File: config.mk
export PLATFORM = sky130hd
export DESIGN_NAME = rau_ctrl
export DESIGN_NICKNAME = d
export VERILOG_FILES = /design/src/rtl/rau_pkg.sv /design/src/rtl/rau_ctrl.sv
export SDC_FILE = /design/constraint.sdc
export NUM_CORES = 1
export LEC_CHECK = 0
export ABC_CLOCK_PERIOD_IN_PS = 2400
export BUFFER_PORTS_ARGS = -buffer_cell sky130_fd_sc_hd__buf_2
export CAP_MARGIN = 20
export CORE_AREA = 2 2 39 41
export DETAILED_ROUTE_END_ITERATION = 12
export DIE_AREA = 0 0 41 43
export PLACE_DENSITY_LB_ADDON = 0.08
export SYNTH_ARGS = -nofsm -noshare
export SYNTH_HDL_FRONTEND = slang
export SYNTH_SLANG_ARGS = --single-unit
File: constraint.sdc
create_clock -name clk_i -period 2.4 [get_ports clk_i]
set_clock_uncertainty 0.15 [all_clocks]
set_input_delay 0.48 -clock clk_i [delete_from_list [all_inputs] [get_ports clk_i]]
set_output_delay 0.48 -clock clk_i [all_outputs]
set_load 0.005 [all_outputs]
File: src/rtl/rau_pkg.sv
// ----------------------------------------------------------------------------
// rau_pkg
// shared types and codes for the rational arithmetic unit
// ----------------------------------------------------------------------------
package rau_pkg;

  localparam int unsigned ReqW  = 3;

  typedef enum logic [ReqW-1:0] {
    OP_ADD = 3'd0,
    OP_SUB = 3'd1,
    OP_MUL = 3'd2,
    OP_DIV = 3'd3,
    OP_CMP = 3'd4
  } op_e;

  typedef enum logic [3:0] {
    ST_IDLE,
    ST_MUL1,
    ST_MUL2,
    ST_SUM,
    ST_GCD_START,
    ST_GCD_STEP,
    ST_GCD_SWAP,
    ST_QN_START,
    ST_QN_STEP,
    ST_QD_START,
    ST_QD_STEP,
    ST_FINISH,
    ST_OUT
  } state_e;

  // controller to datapath
  typedef struct packed {
    logic load;
    logic mul1;
    logic mul2;
    logic sum;
    logic div_start_gcd;
    logic div_start_qn;
    logic div_start_qd;
    logic div_step;
    logic gcd_swap;
    logic store_qn;
    logic store_qd;
    logic finish;
  } cmd_t;

  // datapath to controller
  typedef struct packed {
    logic early;      // result known without reduction
    logic div_done;
    logic rem_zero;   // gcd loop remainder is zero
  } sts_t;

endpackage

File: src/rtl/rau_ctrl.sv
// ----------------------------------------------------------------------------
// rau_ctrl
// sequencer for products, gcd and exact division steps
// ----------------------------------------------------------------------------
module rau_ctrl
  import rau_pkg::*;
(
  input  logic clk_i,
  input  logic rst_ni,
  input  logic s_valid_i,
  output logic s_ready_o,
  output logic m_valid_o,
  input  logic m_ready_i,
  input  sts_t sts_i,
  output cmd_t cmd_o
);

  state_e state_q, state_d;

  always_ff @(posedge clk_i or negedge rst_ni) begin
    if (!rst_ni) begin
      state_q <= ST_IDLE;
    end else begin
      state_q <= state_d;
    end
  end

  always_comb begin
    state_d = state_q;
    unique case (state_q)
      ST_IDLE:      if (s_valid_i) state_d = ST_MUL1;
      ST_MUL1:      state_d = ST_MUL2;
      ST_MUL2:      state_d = ST_SUM;
      ST_SUM:       state_d = sts_i.early ? ST_OUT : ST_GCD_START;
      ST_GCD_START: state_d = ST_GCD_STEP;
      ST_GCD_STEP:  if (sts_i.div_done) state_d = ST_GCD_SWAP;
      ST_GCD_SWAP:  state_d = sts_i.rem_zero ? ST_QN_START : ST_GCD_START;
      ST_QN_START:  state_d = ST_QN_STEP;
      ST_QN_STEP:   if (sts_i.div_done) state_d = ST_QD_START;
      ST_QD_START:  state_d = ST_QD_STEP;
      ST_QD_STEP:   if (sts_i.div_done) state_d = ST_FINISH;
      ST_FINISH:    state_d = ST_OUT;
      ST_OUT:       if (m_ready_i) state_d = ST_IDLE;
      default:      state_d = ST_IDLE;
    endcase
  end

  always_comb begin
    cmd_o = '0;
    s_ready_o = 1'b0;
    m_valid_o = 1'b0;
    unique case (state_q)
      ST_IDLE: begin
        s_ready_o = 1'b1;
        cmd_o.load = s_valid_i;
      end
      ST_MUL1:      cmd_o.mul1 = 1'b1;
      ST_MUL2:      cmd_o.mul2 = 1'b1;
      ST_SUM:       cmd_o.sum = 1'b1;
      ST_GCD_START: cmd_o.div_start_gcd = 1'b1;
      ST_GCD_STEP:  cmd_o.div_step = 1'b1;
      ST_GCD_SWAP:  cmd_o.gcd_swap = 1'b1;
      ST_QN_START:  cmd_o.div_start_qn = 1'b1;
      ST_QN_STEP: begin
        cmd_o.div_step = 1'b1;
        cmd_o.store_qn = sts_i.div_done;
      end
      ST_QD_START:  cmd_o.div_start_qd = 1'b1;
      ST_QD_STEP: begin
        cmd_o.div_step = 1'b1;
        cmd_o.store_qd = sts_i.div_done;
      end
      ST_FINISH:    cmd_o.finish = 1'b1;
      ST_OUT:       m_valid_o = 1'b1;
      default: ;
    endcase
  end

endmodule

# --- Word level (Yosys, flattened, before mapping) ---
# Index checks and enable logic that the tools add are counted.
totals:
  regBits: 4
classes:
  reduce_logical: 3
  n_eq_ne: 17
  n_mux: 22
ops:
  columns: ["op", "n"]
  rows:
  - ["$pmux W4 S13", 1]
  - ["$mux W4", 6]
  - ["$eq A4 B4 Y1 const B", 5]
  - ["$eq A4 B3 Y1 const B", 4]
  - ["$mux W1", 14]
  - ["$ne A2 B2 Y1 const B", 5]
  - ["$eq A4 B2 Y1 const B", 2]
  - ["$reduce_and A5 Y1", 1]
  - ["$eq A4 B1 Y1 const B", 1]
  - ["$logic_not A4 Y1", 1]
  - ["$reduce_or A3 Y1", 1]
  - ["$mux W2", 1]

# --- Depth between registers and ports, before layout ---
depth:
  word_depth: 3
  mapped_depth: 4

# --- Least setup slack after synthesis ---
# No wires, ideal clock.
synth_path:
  kind: "register to output"
  start: "reg state_q[0]"
  end: "out cmd_o[11] (netlist name)"
  n_path_buf: 1
  arrival_ns: 0.997
  setup_slack_ns: 0.773
  path_stages_with_launch: 4
  path_cell_list: "dfrtp_1 > buf_4 > nor4_2 > and2_1"
synth_lines:
  columns: ["item", "line", "rtl"]
  rows:
  - ["from (decl)", "rau_ctrl.sv:18", "state_e state_q, state_d;"]
  - ["from (signal assigned)", "rau_ctrl.sv:24", "state_q <= state_d;"]
  - ["to (decl)", "rau_ctrl.sv:15", "output cmd_t cmd_o"]

# --- Final worst setup path ---
layout_path:
  start: "reg state_q[2]"
  end: "out m_valid_o"
layout_between:
  elab_chain_len: 2
layout_rtl:
  columns: ["item", "line", "rtl"]
  rows:
  - ["$eq A4 B4 Y1", "rau_ctrl.sv:52", "unique case (state_q)"]
  - ["$mux W1", "rau_ctrl.sv:52", null]
  - ["to (decl)", "rau_ctrl.sv:12", "output logic m_valid_o,"]
# No other way between the ends.

==> flow_metrics.tcl <==
set metrics [dict create \
    synth_flop_cell "dfrtp_1" \
    crit_required_ns 1.77 \
    nets 78 \
    arrival_ns 1.34 \
    wl_met2_microns 492 \
    grt_overflow 0 \
    path_cells "inv_1 -> nor4_1 -> buf_2" \
    dieWidth_microns 41 \
    core-area_sq_um 1380 \
    synth_seq_cells 4 \
    max_freq_ghz 0.508 \
    wl_met1_microns 448 \
    synth_edf_count 0 \
    io_pins 21 \
    largestRegisters "state_q: 4 flops" \
    ys_warn_count 0 \
    final_cells 85 \
    cts_sinks 4 \
    end_kind "output port" \
    gp_congestion 0.712 \
    critical-path-max-stage-delay_ns 0.51 \
    vdd_ir_drop_max_uv 336 \
    crit_path_top_delay_cell "dfrtp_1" \
    period_share_pct 82.0 \
    rows 14 \
    dieArea_sq_um 1760 \
    clk_root_buffer_cell "clkbuf_4" \
    path_class "reg -> out" \
    synthDistinctLibCells 22 \
    track_usage_pct 13.6 \
    cap_violations 0 \
    yosys.area.top_type "dfrtp_1" \
    antenna_found_initial 0 \
    port_buffers 20 \
    placedCellCount 81 \
    fp.dieH_microns 43 \
    place_hpwl_microns 740 \
    n_fill_cell 158 \
    clk_pin_slew_worst_paths_ns 0.04 \
    synth_top_cell_area_share_pct 27.3 \
    drtIter0Drc 16 \
    cts_max_level 1 \
    utilization_pct 35.1 \
    fin_crit_ns 1.97 \
    vias 429 \
    cts_resized 0 \
    grt_max_degree 14 \
    cts_buffers 3 \
    final-hold-violation-count 0 \
    vias_per_cell 5.05 \
    firstDrtPassIters 4 \
    register_area_sq_um 100 \
    reg2reg_slack_ns 0.91 \
    setup_violations 0 \
    syn-num-nets 56 \
    diodes 0 \
    grt_setup_unrepaired "no" \
    multi_input_area_sq_um 225 \
    async_reset_ff_share_pct 100 \
    start_util_pct 26.5 \
    drv_slew 0 \
    cts_buffer_depth 2 \
    syn_area_sq_um 367 \
    top_layer "met3" \
    cts_tree "built" \
    layout-drive-gt1-share_pct 36.2 \
    avgSynthCellArea_sq_um 7.48 \
    drc 0 \
    p_per_area_nw_per_um2 1180 \
    critPathMaxFanout 10 \
    leakage_nw 0.243 \
    worstHoldPathType "in -> reg" \
    seq_area_frac_synth_pct 27.3 \
    syn_inst 49 \
    wl_per_cell_microns 11.8 \
    ant_nets 0 \
    insertion_delay_ns 0.23 \
    routed-wl-met3_microns 58 \
    tightest_slew_ns 0.396 \
    ys_top_cells_by_area "dfrtp_1, nor3_1, nor2_1" \
    grt_pass1_wl_microns 1640 \
    relSlewSlack_pct 73.6 \
    largest_register_ffs 4 \
    grt_pass1_vias 371 \
    regMostFlops "state_q" \
    syn2layout_area_growth_pct 32.4 \
    drt-total-wl_microns 999 \
    status "finished, final reports clean" \
    setup-tns-final_ns 0 \
    startpoint_type "flip-flop" \
]
cell usage in the layout, fill, tap and decap left out, types with 2 or more instances in the layout:
master / Yosys / layout
dfrtp_1: 4 / 4
nand2b_1: 4 / 4
nor3_1: 6 / 6
a21oi_1: 3 / 3
inv_1: 2 / 2
o22ai_1: 4 / 4
nor2_1: 7 / 7
or3_1: 2 / 2
buf_2: 0 / 20
nand2_1: 2 / 2
clkbuf_4: 0 / 3
per-layer routing:
layer | up-vias | track usage (%)
met3 | 0 | 1.57
met5 | - | 0
met1 | 197 | 19.3
met4 | 0 | 10.0
li1 | 216 | -
met2 | 16 | 17.8
stage by stage:
| step | area, sq um | setup WS (ns) | total power, mW | hold WS, ns |
|---|---|---|---|---|
| 3_5_place_dp | 453 | 0.670 | 0.498 | 0.138 |
| 5_1_grt | 485 | 0.255 | 0.635 | 0.429 |
| 6_report | 485 | 0.432 | 0.574 | 0.416 |
| 4_1_cts | 485 | 0.420 | 0.583 | 0.412 |
| 2_1_floorplan | 367 | 0.773 | 0.420 | 0.0344 |
| 3_3_place_gp | 453 | 0.653 | 0.504 | 0.141 |
worst max-delay path: cells and delay by family, from the launching register on:
family	cells	cell delay, ns
flops	1	0.51
buf+inv	2	0.35
simple gates	1	0.25
final cells by class:
type | instances | share of cell area (%)
Timing Repair Buffer | 21 | 22.7
Tap cell | 16 | 4.12
Multi-Input combinational cell | 39 | 46.4
Inverter | 2 | 1.55
Sequential cell | 4 | 20.6
Clock buffer | 3 | 4.64
cells in the mapped netlist, types with 2 or more instances:
master / n
a21oi_1: 3
buf_4: 3
dfrtp_1: 4
inv_1: 2
nand2_1: 2
nand2b_1: 4
nor2_1: 7
nor3_1: 6
o22ai_1: 4
or3_1: 2
kinds of logic (layout without fill, tap and decap cells):
| kind of cell | Yosys count | count (layout) | share of synthesized area, % |
|---|---|---|---|
| simple gates | 27 | 27 | 39.9 |
| flops | 4 | 4 | 27.3 |
| compound gates | 12 | 12 | 21.5 |
| buf+inv | 6 | 26 | 11.3 |
worst paths after layout:
kind,endpoint,depth (start not counted),from
setup / recovery,m_valid_o,3,state_q[2]$_DFFE_PN0P_
hold / removal,state_q[0]$_DFFE_PN0P_,3,sts_i[1]
setup reg to reg,state_q[0]$_DFFE_PN0P_,3,state_q[1]$_DFFE_PN0P_
hold reg to reg,state_q[2]$_DFFE_PN0P_,1,state_q[2]$_DFFE_PN0P_
max in group asynchronous,state_q[2]$_DFFE_PN0P_,2,rst_ni
min in group asynchronous,state_q[0]$_DFFE_PN0P_,2,rst_ni
report_power, final:
part,switching (mW),internal (mW)
sequential,0.100,0.0991
combinational,0.150,0.144
clock,0.0253,0.0558
repair_timing:
action | in CTS | in global routing
hold buffers | 1 | 0
endpoints found under the hold margin | 4 | 0
setup buffers | 0 | 0
Power figures use the tool's default switching activity.
